===== src/rtl/plde_pkg.sv =====
// Package for the delta varbyte posting list encoder.
// Holds widths, constants and the item and result types; depends on nothing.
`default_nettype none

package plde_pkg;

  localparam int OFFSET_BITS    = 11;
  localparam int BLOCK_BITS     = 32;
  localparam int KEY_BITS       = BLOCK_BITS + OFFSET_BITS;
  localparam int MAX_CODE_BYTES = 7;
  localparam int GROUP_BITS     = 7;
  localparam int CODE_BITS      = 56;
  localparam int LEN_BITS       = 3;
  localparam int BUDGET_BITS    = 16;
  localparam int COUNT_BITS     = 17;

  localparam logic [BUDGET_BITS-1:0] BUDGET_RESET = 16'd256;
  localparam logic [7:0]             GROUP_MASK   = 8'h7F;
  localparam logic [7:0]             CONT_FLAG    = 8'h80;

  typedef struct packed {
    logic [BLOCK_BITS-1:0]  block_number;
    logic [OFFSET_BITS-1:0] row_offset;
    logic                   first_item;
    logic                   last_item;
  } item_t;

  typedef struct packed {
    logic                   accepted;
    logic [CODE_BITS-1:0]   code_bytes;
    logic [LEN_BITS-1:0]    code_length;
    logic                   order_error;
    logic                   list_full;
    logic [BUDGET_BITS-1:0] bytes_used;
    logic [COUNT_BITS-1:0]  items_packed;
    logic                   pad_needed;
  } result_t;

endpackage

`default_nettype wire


===== src/rtl/plde_varbyte.sv =====
// Parallel little-endian varbyte split of a key delta into 7-bit groups.
// Depends on plde_pkg.
`default_nettype none

module plde_varbyte (
  input  wire logic [plde_pkg::KEY_BITS-1:0]  value,
  output logic      [plde_pkg::CODE_BITS-1:0] code,
  output logic      [plde_pkg::LEN_BITS-1:0]  length
);

  logic [plde_pkg::MAX_CODE_BYTES-2:0] more;
  logic [plde_pkg::LEN_BITS-1:0]       count;

  always_comb begin
    logic [7:0] grp;
    code  = '0;
    count = plde_pkg::LEN_BITS'(1);
    for (int i = 0; i < plde_pkg::MAX_CODE_BYTES - 1; i++) begin
      more[i] = (value >> (plde_pkg::GROUP_BITS * (i + 1))) != '0;
    end
    for (int i = 0; i < plde_pkg::MAX_CODE_BYTES - 1; i++) begin
      grp = 8'(value >> (plde_pkg::GROUP_BITS * i));
      if (more[i]) begin
        code[8*i +: 8] = plde_pkg::CONT_FLAG | (grp & plde_pkg::GROUP_MASK);
        count = count + plde_pkg::LEN_BITS'(1);
      end else if (i == 0 || more[(i > 0) ? i - 1 : 0]) begin
        code[8*i +: 8] = grp & plde_pkg::GROUP_MASK;
      end
    end
    if (more[plde_pkg::MAX_CODE_BYTES-2]) begin
      code[8*(plde_pkg::MAX_CODE_BYTES-1) +: 8] =
        8'(value >> (plde_pkg::GROUP_BITS * (plde_pkg::MAX_CODE_BYTES - 1)));
    end
    length = count;
  end

endmodule

`default_nettype wire


===== src/rtl/plde_list_ctrl.sv =====
// List state and per-item decision: order check, budget fit and counters.
// Depends on plde_pkg and plde_varbyte.
`default_nettype none

module plde_list_ctrl (
  input  wire logic                             clk,
  input  wire logic                             rst,
  input  wire logic                             advance,
  input  wire plde_pkg::item_t                  item,
  input  wire logic [plde_pkg::BUDGET_BITS-1:0] budget,
  output plde_pkg::result_t                     result
);

  logic [plde_pkg::KEY_BITS-1:0]    previous_key, previous_key_next;
  logic [plde_pkg::BUDGET_BITS-1:0] used_bytes, used_bytes_next;
  logic [plde_pkg::COUNT_BITS-1:0]  packed_count, packed_count_next;
  logic                             full_flag, full_flag_next;

  logic [plde_pkg::KEY_BITS-1:0]    key;
  logic [plde_pkg::KEY_BITS:0]      diff;
  logic                             not_greater;
  logic [plde_pkg::CODE_BITS-1:0]   code;
  logic [plde_pkg::LEN_BITS-1:0]    len;
  logic [plde_pkg::BUDGET_BITS:0]   sum;
  logic                             fits;

  assign key         = {item.block_number, item.row_offset[plde_pkg::OFFSET_BITS-1:0]};
  assign diff        = {1'b0, key} - {1'b0, previous_key};
  assign not_greater = diff[plde_pkg::KEY_BITS] || (diff[plde_pkg::KEY_BITS-1:0] == '0);
  assign sum         = {1'b0, used_bytes} + (plde_pkg::BUDGET_BITS + 1)'(len);
  assign fits        = sum <= {1'b0, budget};

  plde_varbyte u_varbyte (
    .value  (diff[plde_pkg::KEY_BITS-1:0]),
    .code   (code),
    .length (len)
  );

  always_comb begin
    previous_key_next  = previous_key;
    used_bytes_next    = used_bytes;
    packed_count_next  = packed_count;
    full_flag_next     = full_flag;
    result             = '0;
    if (item.first_item) begin
      previous_key_next  = key;
      used_bytes_next    = '0;
      packed_count_next  = plde_pkg::COUNT_BITS'(1);
      full_flag_next     = 1'b0;
      result.accepted    = 1'b1;
    end else if (packed_count != '0) begin
      if (not_greater) begin
        result.order_error = 1'b1;
      end else if (!full_flag) begin
        if (!fits) begin
          full_flag_next = 1'b1;
        end else begin
          used_bytes_next    = sum[plde_pkg::BUDGET_BITS-1:0];
          if (packed_count != '1) begin
            packed_count_next = packed_count + plde_pkg::COUNT_BITS'(1);
          end
          previous_key_next  = key;
          result.accepted    = 1'b1;
          result.code_bytes  = code;
          result.code_length = len;
        end
      end
    end
    result.list_full    = full_flag_next;
    result.bytes_used   = used_bytes_next;
    result.items_packed = packed_count_next;
    result.pad_needed   = item.last_item & used_bytes_next[0];
  end

  always_ff @(posedge clk) begin
    if (rst) begin
      previous_key <= '0;
      used_bytes   <= '0;
      packed_count <= '0;
      full_flag    <= 1'b0;
    end else if (advance) begin
      previous_key <= previous_key_next;
      used_bytes   <= used_bytes_next;
      packed_count <= packed_count_next;
      full_flag    <= full_flag_next;
    end
  end

endmodule

`default_nettype wire


===== src/rtl/posting_list_delta_varbyte_encoder_core.sv =====
// Top level of the delta varbyte posting list encoder: input register,
// result register, budget register and handshakes.
// Depends on plde_pkg and plde_list_ctrl.
//
// Usage: row pointers enter on the input channel (in_valid / in_stall) with
// first_item opening a list and last_item marking its end. Each transaction
// yields exactly one result on the output channel (out_valid / out_stall).
// The byte budget is written through cfg_valid / cfg_ready; cfg_ready is
// always high and a write takes effect on the next item.
// Path: an accepted item waits in the input register, and its result is
// written to the result register once the output channel can take it.
// Throughput: one item per cycle while the receiver does not stall. The list
// state loop (key subtract, varbyte length and budget compare) is combinational.
// When the receiver stalls, the result holds, the input register still
// takes one more item, and in_stall rises only once both registers are full.
// Reset clears the list state, empties both registers and sets the budget
// to 256 bytes.
`default_nettype none

module posting_list_delta_varbyte_encoder_core (
  input  wire logic                                  clk,
  input  wire logic                                  rst,
  input  wire logic                                  in_valid,
  output logic                                       in_stall,
  input  wire logic [plde_pkg::BLOCK_BITS-1:0]       block_number,
  input  wire logic [plde_pkg::OFFSET_BITS-1:0]      row_offset,
  input  wire logic                                  first_item,
  input  wire logic                                  last_item,
  output logic                                       out_valid,
  input  wire logic                                  out_stall,
  output logic                                       accepted,
  output logic      [plde_pkg::CODE_BITS-1:0]        code_bytes,
  output logic      [plde_pkg::LEN_BITS-1:0]         code_length,
  output logic                                       order_error,
  output logic                                       list_full,
  output logic      [plde_pkg::BUDGET_BITS-1:0]      bytes_used,
  output logic      [plde_pkg::COUNT_BITS-1:0]       items_packed,
  output logic                                       pad_needed,
  input  wire logic                                  cfg_valid,
  output logic                                       cfg_ready,
  input  wire logic [plde_pkg::BUDGET_BITS-1:0]      byte_budget
);

  plde_pkg::item_t                  item_reg;
  logic                             in_full;
  plde_pkg::result_t                result_reg;
  plde_pkg::result_t                result_comb;
  logic                             out_full;
  logic [plde_pkg::BUDGET_BITS-1:0] budget;
  logic                             advance;
  logic                             take;

  assign advance   = in_full && (!out_full || !out_stall);
  assign in_stall  = in_full && out_full && out_stall;
  assign take      = in_valid && !in_stall;
  assign cfg_ready = 1'b1;

  plde_list_ctrl u_list_ctrl (
    .clk     (clk),
    .rst     (rst),
    .advance (advance),
    .item    (item_reg),
    .budget  (budget),
    .result  (result_comb)
  );

  always_ff @(posedge clk) begin
    if (rst) begin
      in_full  <= 1'b0;
      out_full <= 1'b0;
      budget   <= plde_pkg::BUDGET_RESET;
    end else begin
      if (take) begin
        in_full <= 1'b1;
      end else if (advance) begin
        in_full <= 1'b0;
      end
      if (advance) begin
        out_full <= 1'b1;
      end else if (!out_stall) begin
        out_full <= 1'b0;
      end
      if (cfg_valid && cfg_ready) begin
        budget <= byte_budget;
      end
    end
  end

  always_ff @(posedge clk) begin
    if (take) begin
      item_reg.block_number <= block_number;
      item_reg.row_offset   <= row_offset;
      item_reg.first_item   <= first_item;
      item_reg.last_item    <= last_item;
    end
    if (advance) begin
      result_reg <= result_comb;
    end
  end

  assign out_valid    = out_full;
  assign accepted     = result_reg.accepted;
  assign code_bytes   = result_reg.code_bytes;
  assign code_length  = result_reg.code_length;
  assign order_error  = result_reg.order_error;
  assign list_full    = result_reg.list_full;
  assign bytes_used   = result_reg.bytes_used;
  assign items_packed = result_reg.items_packed;
  assign pad_needed   = result_reg.pad_needed;

  a_stall_only_when_blocked: assert property (@(posedge clk) disable iff (rst)
    in_stall |-> (out_valid && out_stall))
    else $error("Input stalled while the result register could drain.");

  a_header_has_no_code: assert property (@(posedge clk) disable iff (rst)
    (out_valid && accepted && code_length == '0) |-> (items_packed == 17'd1))
    else $error("Accepted item without code is not a list header.");

  a_rejected_is_empty: assert property (@(posedge clk) disable iff (rst)
    (out_valid && !accepted) |-> (code_length == '0 && code_bytes == '0))
    else $error("Rejected item carries code bytes.");

  a_order_error_rejects: assert property (@(posedge clk) disable iff (rst)
    (out_valid && order_error) |-> !accepted)
    else $error("Out-of-order item was packed.");

endmodule

`default_nettype wire

===== config.mk =====
export PLATFORM = sky130hd
export DESIGN_NAME = posting_list_delta_varbyte_encoder_core
export DESIGN_NICKNAME = d
export VERILOG_FILES = /design/src/rtl/plde_pkg.sv /design/src/rtl/plde_varbyte.sv /design/src/rtl/plde_list_ctrl.sv /design/src/rtl/posting_list_delta_varbyte_encoder_core.sv
export SDC_FILE = /design/constraint.sdc
export NUM_CORES = 1
export LEC_CHECK = 0
export BUFFER_PORTS_ARGS = -buffer_cell sky130_fd_sc_hd__buf_2
export CAP_MARGIN = 40
export CORE_MARGIN = 1
export CORE_UTILIZATION = 55
export DETAILED_ROUTE_END_ITERATION = 8
export PLACE_DENSITY = 0.74
export SYNTH_ARGS = -nofsm -noshare
export SYNTH_HDL_FRONTEND = slang
export SYNTH_SLANG_ARGS = --single-unit

===== constraint.sdc =====
create_clock -name clk -period 18.95 [get_ports clk]
set_input_delay 1.895 -clock clk [delete_from_list [all_inputs] [get_ports clk]]
set_output_delay 1.895 -clock clk [all_outputs]
set_load 0.05 [all_outputs]

After elaboration in Yosys (flattened, before gate mapping)
Index checks and enable logic that the tools add are counted.

Register bits after elaboration: 236. Input port bits: 66. Output and inout bits: 99. Logic and storage cells: 105.

Add/subtract/negate cells: 8. Magnitude comparators: 1. Equality and inequality tests: 4. Muxes and demuxes: 48. Bitwise logic cells: 3. Reduce and logical (&&, ||, !) cells: 22.

Operators with widths (count): two-way mux 43 bit (5); nonzero test 43 bit (5); two-way mux 60 bit (3); two-way mux 17 bit (6); two-way mux 16 bit (5); two-way mux 61 bit (1); two-way mux 8 bit (6); subtractor 43 x 43 -> 44 bit (1); logical NOT 43 bit (1); two-way mux 7 bit (5); adder 16 x 3 -> 17 bit (1); adder 17 x 1 -> 17 bit (second input constant) (1); <= comparator 17 x 16 -> 1 bit (1); inequality test 17 bit (second input constant) (1); nonzero test 17 bit (1); adder 3 x 1 -> 3 bit (second input constant) (5); two-way mux 3 bit (5); two-way mux 1 bit (11); nonzero test 2 bit (3); AND reduction 5 bit (1); OR reduction 5 bit (1); logical AND 1 bit (4); inequality test 2 bit (second input constant) (2); logical NOT 1 bit (3); 6 further kinds (8).

Longest topological paths before layout
Gate-level depths: netlist of the first run.

Depth in word-level cells: 21. Gate-level depth with buffers: 49. Mapped depth without buffers: 40.

By module
A second synthesis of the first run with hierarchy kept.

Cells, all modules: 1551. Area total of the unflattened synthesis: 14189.9 µm².

By module, submodules not included: plde_list_ctrl (instances 1, cells each 1248, area an instance 8695.8 µm², sequential area each 1541.5 µm²); posting_list_delta_varbyte_encoder_core (instances 1, cells each 205, area an instance 4906.0 µm², sequential area each 4594.4 µm²); plde_varbyte (instances 1, cells each 98, area an instance 588.1 µm², sequential area each 0.0 µm²).

Worst setup path after synthesis of the first run
No wires, ideal clock.

Path type: flip-flop to flip-flop. Start: register item_reg[27] (netlist bit). End: register result_reg, in the netlist bytes_used[0] (data pin). Setup time: 0.147 ns. Data arrival time: 9.567 ns. Data required time: 18.803 ns. Slack: 9.236 ns. Cell stages (with the launch flop): 47. Clock period less this slack: 9.714 ns. Cell sequence: edfxtp_1 > ha_1 > clkbuf_1 > a21oi_1 > o21ai_1 > a22oi_1 > a31oi_1 > or4_1 > and3_1 > nor4_1 > and4_1 > clkbuf_1 > nand2_1 > nor3_1 > fa_1 > inv_1 > mux2_2 > o211a_1 > [... 11 more ...] > clkbuf_1 > and3_1 > clkbuf_1 > nor2b_1 > xnor2_1 > ha_1 > nand4_1 > or4_1 > o21ai_0 > o21ai_0 > o21ai_0 > o211ai_1 > clkbuf_1 > nor2_1 > clkbuf_1 > buf_1 > nand3_1 > a21oi_1.

RTL lines: from (decl) (line posting_list_delta_varbyte_encoder_core.sv:44) `plde_pkg::item_t item_reg;`; to (signal assigned) (line posting_list_delta_varbyte_encoder_core.sv:97) `result_reg <= result_comb;`; to (decl) (line posting_list_delta_varbyte_encoder_core.sv:46) `plde_pkg::result_t result_reg;`.

Worst setup path after layout of the first run
Start: register item_reg[25] (netlist bit). End: register u_list_ctrl.previous_key[10] (netlist bit).

Cells in the longest elaborated chain, start to end: 17. Elaborated cells on any way between the ends: 24. Those cells by class: add/sub (7); order compare (1); eq/ne (1); mux (6); reduce/logical (9).

RTL lines: subtractor 43 x 43 -> 44 bit * (line plde_list_ctrl.sv:28) `assign diff = {1'b0, key} - {1'b0, previous_key};`; nonzero test 43 bit (line plde_varbyte.sv:19) `more[i] = (value >> (plde_pkg::GROUP_BITS * (i + 1))) != '0;`; two-way mux 2 bit (line plde_varbyte.sv:23) `if (more[i]) begin`; adder 3 x 1 -> 3 bit (line plde_varbyte.sv:25) `count = count + plde_pkg::LEN_BITS'(1);`; two-way mux 3 bit (line plde_varbyte.sv:23); adder 3 x 1 -> 3 bit (line plde_varbyte.sv:25); two-way mux 3 bit (line plde_varbyte.sv:23); adder 3 x 1 -> 3 bit (line plde_varbyte.sv:25); [... 2 more ...]; two-way mux 3 bit (line plde_varbyte.sv:23); adder 3 x 1 -> 3 bit (line plde_varbyte.sv:25); two-way mux 3 bit * (line plde_varbyte.sv:23); named net u_list_ctrl.len, one bit (line plde_list_ctrl.sv:23) `logic [plde_pkg::LEN_BITS-1:0] len;`; adder 16 x 3 -> 17 bit * (line plde_list_ctrl.sv:30) `assign sum = {1'b0, used_bytes} + (plde_pkg::BUDGET_BITS + 1)'(len);`; <= comparator 17 x 16 -> 1 bit * (line plde_list_ctrl.sv:31) `assign fits = sum <= {1'b0, budget};`; nonzero test 2 bit (no source line) *; AND reduction 5 bit (no source line) *; to (signal assigned) (line plde_list_ctrl.sv:82) `previous_key <= previous_key_next;`; to (decl) (line plde_list_ctrl.sv:14) `logic [plde_pkg::KEY_BITS-1:0] previous_key, previous_key_next;`.

Mark *: on every way through the listed nets, which the timed path passes. The rest lies on a longest branch. A chain may end at the register's enable or synchronous reset.

==> out/qor.csv, run 1 <==
stage,metric,value,unit
outcome,status,completed,
final_layout,nNetsFinal,1759,
yosys,netlist_instances,1520,
timing,grt_setup_unrepaired,false,
setup_path,worst_path_max_delay_cell,nor4_1,
grt,antenna_found_initial,0,
power_and_ir_drop,p_per_area,80.9,nW/um^2
yosys,ys_async_sr_fraction,0,%
setup_path,cp-start-kind,flip-flop,
routing,vias_per_cell,5.96,
cts,cts_tree,done,
grt,grt_overflow,0,
final_layout,syn_to_final_growth,12.7,%
timing,min_period_over_period,59.8,%
routing,vias,11719,
power_and_ir_drop,power.internal,0.885,mW
cts,clkSinkCount,228,
floorplanning,core-area,24300,um^2
cts,worstSkewPairLatency,0.55,ns
cts,cts_resized,0,
final_layout,largest_reg_flops,48,
power_and_ir_drop,p_switching,0.361,mW
yosys,synth_top_cell_area_share,29.2,%
hold_path,hold_class,flip-flop to flip-flop,
cts,cts_setup_buffers,0,
yosys,syn_avg_cell_area,8.99,um^2
final_layout,antenna_cells,0,
final_layout,seq_area,5900,um^2
final_layout,multi_input_area,7030,um^2
power_and_ir_drop,sw_frac_of_total,29.0,%
grt,grt_max_degree,91,
setup_path,critical_path.max_stage_delay,0.58,ns
placement,place.gp.congestion,0.961,
routing,drc,0,
cts,clkSlewWorstSetupHoldPaths,0.06,ns
timing,worst_pin_slew,0.925,ns
yosys,synth_edf_count,133,
cts,cts_hold_buffers,0,
final_layout,drive_above_1_share,14.7,%
cts,cts_root_buffer,clkbuf_16,
timing,maxSlewViolCount,0,
floorplanning,die_height,160,um
routing,first_iter_violations,895,
power_and_ir_drop,combPwrFrac,18.2,%
routing,wl_per_cell,17.6,um
placement,hpwl,25000,um
power_and_ir_drop,clockPowerShare,37.3,%
timing,finClkSkew,0.0387,ns
placement,port_buffers,156,
floorplanning,io_pins,165,
yosys,ys_ff_latch,228,
yosys,synth.top_cells.by_area,"edfxtp_1 (29%), dfxtp_1 (14%), ha_1 (6.1%), nand2_1 (5.9%), mux2i_1 (4.6%)",
floorplanning,rows,57,
setup_path,crit_path_max_fanout,22,
floorplanning,start_util,56.2,%
grt,track_usage,26.9,%
power_and_ir_drop,seq_power_share,44.4,%
cts,htree_levels,1,
yosys,yosys_warnings,0,
setup_path,path_class,flip-flop to flip-flop,
yosys,synth_area,13700,um^2
power_and_ir_drop,power.total,1.25,mW
setup_path,cp_data_required_time,19.39,ns
timing,fin_crit,11.33,ns
timing,slew_headroom,38.4,%
timing,hold_ws,0.456,ns
floorplanning,dieWidth,160,um
timing,tns,0,ns
setup_path,arrival,11.77,ns
grt,grt_pass1_wl,55900,um
yosys,synthFlopType,edfxtp_1,
timing,hold_violations,0,
flow_run,drv_cap,0,
yosys,ys_types,80,
timing,max_freq,88.2,MHz
yosys,synth_top_area_cell,edfxtp_1,
routing,routed_wl,34700,um
power_and_ir_drop,peakVddDrop,0.0000797,V
final_layout,final.fill_count,2049,
power_and_ir_drop,p_leak,6.11,nW
cts,cts_buffers,24,
grt,grt_pass1_vias,10942,
yosys,seq_area_frac_synth,43.1,%
cts,clock_path_buffers,3,
routing,ant_nets,0,
routing,first_pass_iters,7,
timing,final-setup-viol-count,0,
floorplanning,dieArea,25500,um^2
final_layout,final_core_util,63.3,%
setup_path,crit_path_end_kind,flip-flop,
==> path summary, 6_finish.rpt <==
| check | endpoint | startpoint | cells past startpoint | slack, ns |
|---|---|---|---|---|
| worst max register to register | u_list_ctrl.previous_key[10] | item_reg[25] | 38 | 7.62 |
| worst min register to register | u_list_ctrl.previous_key[17] | u_list_ctrl.previous_key[17] | 2 | 0.46 |
| worst min-delay path | u_list_ctrl.previous_key[17] | u_list_ctrl.previous_key[17] | 2 | 0.46 |
| worst max-delay path | u_list_ctrl.previous_key[10] | item_reg[25] | 38 | 7.62 |
==> power groups by stage <==
| stage | Combinational [mW] | Sequential (mW) | Clock, mW |
|---|---|---|---|
| final | 0.227 | 0.554 | 0.465 |
| after global routing | 0.247 | 0.555 | 0.491 |
| after CTS | 0.225 | 0.554 | 0.473 |
| after detailed placement | 0.224 | 0.564 | 0 |
| after global placement | 0.221 | 0.564 | 0 |
| after floorplan | 0.142 | 0.589 | 0 |
==> routing by layer <==
layer	vias up	track usage, %	routed length (um)
met4	0	9.05	1010
met2	430	46.8	16900
li1	5697	-	-
met3	69	3.35	1960
met1	5523	34.7	14800
met5	-	0	0
==> layout by cell type (no fill, tap or decap), drive strengths merged, types with 27 or more instances in the layout <==
cell,count
a31oi,36
nand2,215
clkbuf,28
edfxtp,133
nand4,79
nor3,29
a21oi,79
nand3,27
nor2,134
mux2i,63
ha,67
o21ai,55
buf,172
and3,37
inv,96
xnor2,35
dfxtp,95
==> synthesized netlist by cell type, drive strengths merged (7+ instances only) <==
cell type and count:
o211ai 18, nor2b 7, nor3 29, and2 14, a311o 18, edfxtp 133, mux2i 63, or4 7
or3 16, o21ai 55, o21a 12, buf 32, and3 37, nor4 8, xnor2 35, nor2 134
nand2b 9, a31oi 36, and4 8, clkbuf 69, dfxtp 95, a21oi 79, o311ai 7, nand2 215
inv 95, ha 67, a21o 24, nand4 79, nand3 27, xor2 11, a211oi 9
==> critical path, delay by kind of cell (launching register included) <==
family                   cells  cell delay [ns]
flip-flops                   1             0.39
XOR/XNOR                     2             0.27
buffers and inverters        3             0.78
AO/OA/AOI/OAI               12             2.53
AND/OR/NAND/NOR             14             4.97
adder cells (fa/ha/maj)      5             1.81
multiplexers                 2             0.45
==> layout make-up <==
type,count,area share [%]
Clock buffer,28,4.13
Clock inverter,16,0.861
Inverter,96,2.35
Multi-Input combinational cell,1101,45.6
Sequential cell,228,38.3
Tap cell,324,2.63
Timing Repair Buffer,172,6.11
==> cell families (layout without fill, tap and decap cells) <==
kind of cell	count (synthesis)	in the layout	share of synthesized area (%)
xor+xnor	46	46	2.95
mux	64	64	4.69
simple gates	612	612	21.8
other cells	2	8	0.0549
flops	228	228	43.1
buf+inv	197	312	5.89
fa+ha+maj	70	70	6.57
compound gates	301	301	14.9
==> per-stage QoR <==
stage                     instances  cell area, um^2  setup slack (ns)
after floorplan                1526            13700              9.24
after global placement         1917            14600              7.79
after detailed placement       1921            14600              7.85
after CTS                      1965            15400              7.74
after global routing           1965            15400              6.83
final                          1965            15400              7.62
(Power assumes the default switching activity.)
==> inputs of run 2 (changes only) <==
--- a/config.mk
+++ b/config.mk
@@ -8,9 +8,9 @@
 export BUFFER_PORTS_ARGS = -buffer_cell sky130_fd_sc_hd__buf_2
 export CAP_MARGIN = 40
 export CORE_MARGIN = 1
-export CORE_UTILIZATION = 55
+export CORE_UTILIZATION = 54
 export DETAILED_ROUTE_END_ITERATION = 8
-export PLACE_DENSITY = 0.74
+export PLACE_DENSITY = 0.76
 export SYNTH_ARGS = -nofsm -noshare
 export SYNTH_HDL_FRONTEND = slang
 export SYNTH_SLANG_ARGS = --single-unit
==> constraint.sdc (replaced) <==
create_clock -name clk -period 10.25 [get_ports clk]
set_input_delay 1.025 -clock clk [delete_from_list [all_inputs] [get_ports clk]]
set_output_delay 1.025 -clock clk [all_outputs]
set_load 0.05 [all_outputs]
==> out/qor.csv, run 2 (synthesized netlist as in run 1, its figures left out) <==
stage,metric,value,unit,change
hold_path,whs_path_depth,2,,unchanged
final_layout,drive_above_1_share,18.2,%,+3.5 points
flow_run,drv_cap,0,,unchanged
timing,min_period_over_period,95.0,%,+35 points
floorplanning,core-area,24600,um^2,+1.2%
routing,routed_wl,35600,um,+2.6%
setup_path,r2r_setup_slack,0.51,ns,-7.11 ns
cts,cts_tree,done,,
cts,clock_path_buffers,3,,unchanged
placement,place.gp.congestion,0.966,,+0.53%
power_and_ir_drop,p_leak,6.20,nW,+1.4%
grt,antenna_found_initial,0,,unchanged
setup_path,r2r_end,u_list_ctrl.packed_count[5],,
final_layout,final_cell_mix,"nand2_1 (215), buf_2 (156), edfxtp_1 (133)",,
grt,grt_overflow,0,,unchanged
placement,port_buffers,156,,unchanged
setup_path,r2r_cells,38,,unchanged
setup_path,cp-start-kind,flip-flop,,
setup_path,path_class,flip-flop to flip-flop,,
power_and_ir_drop,combPwrFrac,19.5,%,+1.3 points
hold_path,min_from,u_list_ctrl.previous_key[30],,
power_and_ir_drop,power.internal,1.65,mW,+87%
final_layout,antenna_cells,0,,unchanged
cts,clkSlewWorstSetupHoldPaths,0.06,ns,about the same
final_layout,final_common_cell,nand2_1,,
floorplanning,dieArea,26000,um^2,+1.8%
floorplanning,dieWidth,161,um,+0.91%
power_and_ir_drop,p_switching,0.661,mW,+83%
timing,hold_violations,0,,unchanged
final_layout,final_core_util,64.3,%,+1.0 points
grt,use_met1,35.3,%,+0.55 points
cts,clkSinkCount,228,,unchanged
power_and_ir_drop,clockPowerShare,36.2,%,-1.1 points
power_and_ir_drop,sw_frac_of_total,28.6,%,-0.38 points
power_and_ir_drop,peakVddDrop,0.000135,V,+70%
final_layout,nNetsFinal,1778,,+1.1%
timing,max_freq,103,MHz,+16%
timing,finClkSkew,0.0107,ns,-0.0280 ns
cts,cts_hold_buffers,0,,unchanged
placement,hpwl,25500,um,+2.1%
grt,use_met2,45.4,%,-1.4 points
routing,vias_per_cell,6.00,,+0.57%
routing,first_pass_iters,5,,-2
routing,drc,0,,unchanged
routing,first_iter_violations,1080,,+21%
setup_path,crit_top_cell,and3_1,,
setup_path,crit_path_end_kind,flip-flop,,
setup_path,crit_path_max_fanout,9,,-59%
setup_path,critical_path.max_stage_delay,0.51,ns,-0.07 ns
routing,ant_nets,0,,unchanged
floorplanning,start_util,55.6,%,-0.65 points
floorplanning,rows,57,,unchanged
grt,grt_max_degree,91,,unchanged
timing,fin_ws,0.509,ns,-7.11 ns
power_and_ir_drop,seq_power_share,44.3,%,about the same
routing,wl_per_cell,17.9,um,+1.6%
setup_path,reg2reg_from,item_reg[24],,
grt,gr-max-usage-layer,met2,,
grt,grt_pass1_vias,11083,,+1.3%
final_layout,largest_reg_flops,48,,unchanged
timing,slew_headroom,38.0,%,-0.33 points
final_layout,syn_to_final_growth,15.8,%,
placement,pre_cts_slack,0.184,ns,-7.66 ns
timing,maxSlewViolCount,0,,unchanged
grt,met3_usage,3.06,%,-0.29 points
routing,vias,11900,,+1.5%
floorplanning,io_pins,165,,unchanged
grt,track_usage,26.9,%,-0.089 points
grt,grt_pass1_wl,56500,um,+1.1%
setup_path,cp_data_required_time,10.70,ns,-8.69 ns
timing,fin_crit,9.74,ns,-1.59 ns
hold_path,hold_class,flip-flop to flip-flop,,
cts,cts_buffers,24,,unchanged
timing,worst_pin_slew,0.929,ns,+0.00488 ns
floorplanning,die_height,161,um,+0.91%
cts,worstSkewPairLatency,0.52,ns,-0.03 ns
setup_path,arrival,10.19,ns,-1.58 ns
outcome,status,completed,,
hold_path,holdPathEnd,u_list_ctrl.previous_key[30],,
cts,htree_levels,1,,unchanged
cts,cts_root_buffer,clkbuf_16,,
setup_path,worst_path_max_delay_cell,or4_1,,
power_and_ir_drop,p_per_area,146,nW/um^2,+81%
timing,final-setup-viol-count,0,,unchanged
run 2: cell count changes in the layout (fill, tap and decap cells not counted), moves of 4 or more:
cell and change:
a21oi_1 -10, a21oi_4 +7, buf_4 +19, clkbuf_1 +5, clkinv_2 -5, ha_1 -17, ha_2 +13, ha_4 +4
run 2: worst max-delay path by stage:
stage	start	end	slack, ns	cells after the start
after detailed placement	item_reg[25]	items_packed[2]	0.18	38
final	item_reg[24]	u_list_ctrl.packed_count[5]	0.51	38
after global routing	item_reg[14]	u_list_ctrl.packed_count[5]	-0.03	40
after global placement	item_reg[25]	u_list_ctrl.packed_count[5]	0.43	39
after floorplan	item_reg[27]	bytes_used[0]	0.54	46
after CTS	item_reg[25]	u_list_ctrl.packed_count[5]	0.12	38
run 2: what timing repair did:
action	in CTS	in global routing
setup buffers	0	8
endpoints found under the setup margin	0	162
gates resized for setup	0	65
run 2: worst max-delay path: cells and delay by family, from the launching register on:
family	cells	cell delay, ns
AND/OR/NAND/NOR	18	5.10
adder cells (fa/ha/maj)	5	1.68
AO/OA/AOI/OAI	9	1.48
buffers and inverters	3	0.53
flip-flops	1	0.39
XOR/XNOR	2	0.27
multiplexers	1	0.22
run 2: metrics by stage:
step / cells / TNS (ns) / power [mW] / hold WS [ns] / cell area, um^2
after floorplan: 1526 / 0 / 1.35 / 0.435 / 13700
final: 1984 / 0 / 2.31 / 0.457 / 15800
after CTS: 1976 / 0 / 2.29 / 0.458 / 15500
after detailed placement: 1932 / 0 / 1.46 / 0.448 / 14700
after global placement: 1930 / 0 / 1.46 / 0.442 / 14700
after global routing: 1984 / -0.0459 / 2.40 / 0.478 / 15800
run 2: power by group through the flow:
stage | clock [mW] | combinational [mW] | sequential [mW]
floorplan | 0 | 0.263 | 1.09
global placement | 0 | 0.413 | 1.04
detailed placement | 0 | 0.417 | 1.04
CTS | 0.852 | 0.419 | 1.02
global route | 0.887 | 0.487 | 1.03
finish | 0.837 | 0.450 | 1.02
run 2: area by class of cell:
class | instances | area, um^2
multi-input combinational | 1101 | 7310
tap | 324 | 405
inverter | 96 | 362
clock inverter | 8 | 62.6
timing repair buffer | 191 | 1100
clock buffer | 36 | 697
sequential | 228 | 5900
fill | 2037 | 8770
run 2: routing by layer:
| layer | vias to the layer above | routed length, um |
|---|---|---|
| met4 | 0 | 1390 |
| li1 | 5728 | - |
| met3 | 86 | 1870 |
| met5 | - | 0 |
| met2 | 479 | 17300 |
| met1 | 5607 | 15000 |
==> inputs of run 3 (changes only) <==
--- a/config.mk
+++ b/config.mk
@@ -7,10 +7,14 @@
 export LEC_CHECK = 0
 export BUFFER_PORTS_ARGS = -buffer_cell sky130_fd_sc_hd__buf_2
 export CAP_MARGIN = 40
+export CELL_PAD_IN_SITES_DETAIL_PLACEMENT = 1
+export CELL_PAD_IN_SITES_GLOBAL_PLACEMENT = 2
 export CORE_MARGIN = 1
-export CORE_UTILIZATION = 54
+export CORE_UTILIZATION = 33
 export DETAILED_ROUTE_END_ITERATION = 8
-export PLACE_DENSITY = 0.76
+export GPL_ROUTABILITY_DRIVEN = 0
+export PLACE_DENSITY = 0.75
+export SLEW_MARGIN = 10
 export SYNTH_ARGS = -nofsm -noshare
 export SYNTH_HDL_FRONTEND = slang
 export SYNTH_SLANG_ARGS = --single-unit
==> out/qor.csv, run 3 (synthesized netlist as in run 1, its figures left out) <==
stage,metric,value,unit,change
cts,cts_buffers,28,,+17%
setup_path,arrival,10.31,ns,+0.12 ns
final_layout,syn_to_final_growth,19.0,%,
cts,clkSlewWorstSetupHoldPaths,0.06,ns,about the same
setup_path,crit_path_max_fanout,20,,+11
timing,hold_violations,0,,unchanged
timing,fin_crit,9.83,ns,+0.0912 ns
final_layout,drive_above_1_share,18.7,%,+0.48 points
timing,finClkSkew,0.0191,ns,+0.00840 ns
floorplanning,die_height,206,um,+28%
routing,first_iter_violations,534,,-51%
timing,final-setup-viol-count,0,,unchanged
power_and_ir_drop,peakVddDrop,0.000122,V,-10%
cts,clock_path_buffers,3,,unchanged
cts,worstSkewPairLatency,0.56,ns,+0.04 ns
timing,min_period_over_period,95.9,%,+0.89 points
power_and_ir_drop,p_per_area,152,nW/um^2,+4.0%
setup_path,cp_top_family,simple AND/OR/NAND/NOR gates,,
cts,cts_tree,done,,
setup_path,crit_path_end_kind,flip-flop,,
grt,track_usage,20.1,%,-6.8 points
timing,hold_ws,0.457,ns,+0.000555 ns
routing,ant_nets,0,,unchanged
routing,drc,0,,unchanged
routing,wl_per_cell,19.5,um,+9.0%
floorplanning,io_pins,165,,unchanged
placement,hpwl,31500,um,+24%
timing,worst_pin_slew,0.764,ns,-0.166 ns
final_layout,final_cell_mix,"nand2_1 (214), buf_2 (156), edfxtp_1 (133)",,
cts,cts_root_buffer,clkbuf_16,,
routing,vias_per_cell,5.36,,-11%
floorplanning,rows,74,,+30%
setup_path,path_class,flip-flop to flip-flop,,
timing,max_freq,102,MHz,-0.93%
placement,pre_cts_slack,-0.106,ns,-0.290 ns
timing,maxSlewViolCount,0,,unchanged
cts,clkSinkCount,228,,unchanged
grt,grt_pass1_vias,12001,,+8.3%
setup_path,cp-start-kind,flip-flop,,
setup_path,critical_path.max_stage_delay,0.55,ns,+0.04 ns
power_and_ir_drop,power.total,2.47,mW,+6.8%
final_layout,final.fill_count,4742,,+130%
final_layout,final_core_util,39.8,%,-25 points
placement,port_buffers,156,,unchanged
timing,slew_headroom,49.1,%,+11 points
routing,first_pass_iters,5,,unchanged
setup_path,cp_data_required_time,10.72,ns,+0.02 ns
grt,grt_overflow,0,,unchanged
flow_run,drv_cap,0,,unchanged
routing,routed_wl,43100,um,+21%
final_layout,final_common_cell,nand2_1,,
floorplanning,dieArea,42200,um^2,+63%
final_layout,nNetsFinal,1790,,+0.67%
floorplanning,dieWidth,206,um,+28%
final_layout,antenna_cells,0,,unchanged
grt,grt_pass1_wl,66700,um,+18%
setup_path,path_buf_inv,5,,+2
grt,grt_max_degree,78,,-14%
cts,htree_levels,1,,unchanged
setup_path,worst_path_max_delay_cell,or4b_4,,
power_and_ir_drop,p_leak,6.32,nW,+2.0%
timing,fin_ws,0.418,ns,-0.0912 ns
floorplanning,core-area,40800,um^2,+66%
outcome,status,completed,,
final_layout,largest_reg_flops,48,,unchanged
floorplanning,start_util,33.5,%,-22 points
hold_path,hold_class,flip-flop to flip-flop,,
grt,antenna_found_initial,0,,unchanged
routing,vias,11841,,-0.50%
-- run 3: cell types whose count changed in the layout (fill, tap and decap cells not counted), sizes merged --
cell and delta:
clkbuf +5, buf +7, bufinv +1, inv +3
-- run 3: through the flow --
stage / instance area [um^2] / TNS [ns] / cells
2_1_floorplan: 13700 / 0 / 1526
3_3_place_gp: 15000 / 0 / 2143
3_5_place_dp: 15000 / -2.00 / 2145
4_1_cts: 16000 / 0 / 2197
5_1_grt: 16300 / -0.474 / 2208
6_report: 16300 / 0 / 2208
-- run 3: cell type report --
cell class                 instances  area, um^2  area share, %
sequential                       228        5900           36.2
clock inverter                    12         131          0.808
inverter                          96         363           2.23
clock buffer                      40         786           4.83
timing repair buffer             199        1200           7.37
tap                              532         666           4.09
multi-input combinational       1101        7230           44.4
-- run 3: final timing paths --
path	start	depth (start not counted)	slack, ns	endpoint
setup / recovery	item_reg[17]	39	0.42	u_list_ctrl.previous_key[2]
hold / removal	u_list_ctrl.previous_key[22]	2	0.46	u_list_ctrl.previous_key[22]
setup reg to reg	item_reg[17]	39	0.42	u_list_ctrl.previous_key[2]
hold reg to reg	u_list_ctrl.previous_key[22]	2	0.46	u_list_ctrl.previous_key[22]
-- run 3: metal layers --
layer  vias to the layer above  track usage, %  share of wire (%)
li1                       5766               -                  -
met1                      5777            25.7                 44
met2                       220            34.6                 49
met3                        78            2.61                4.0
met4                         0            6.61                3.1
met5                         -               0                  0
-- run 3: worst reg2reg max path: cells and delay by family, from the launching register on --
kind                     cells  cell delay (ns)
AO/OA/AOI/OAI               10             1.91
XOR/XNOR                     1             0.13
adder cells (fa/ha/maj)      5             1.69
buffers and inverters        5             0.82
flip-flops                   1             0.41
multiplexers                 2             0.47
AND/OR/NAND/NOR             16             4.30
-- run 3: where the power goes --
part	total [mW]	internal, mW	leakage, nW	switching, mW
combinational	0.456	0.151	3.81	0.306
sequential	1.03	1.01	2.06	0.0186
clock	0.987	0.585	0.444	0.402
total	2.47	1.74	6.32	0.727
-- run 3: repair_timing --
action                     4_1_cts  5_1_grt
gates cloned                     0        1
setup buffers                    0       10
setup endpoints to repair       46      161
resized for setup                4       54
pin swaps                        0        9
hold buffers                     0        0
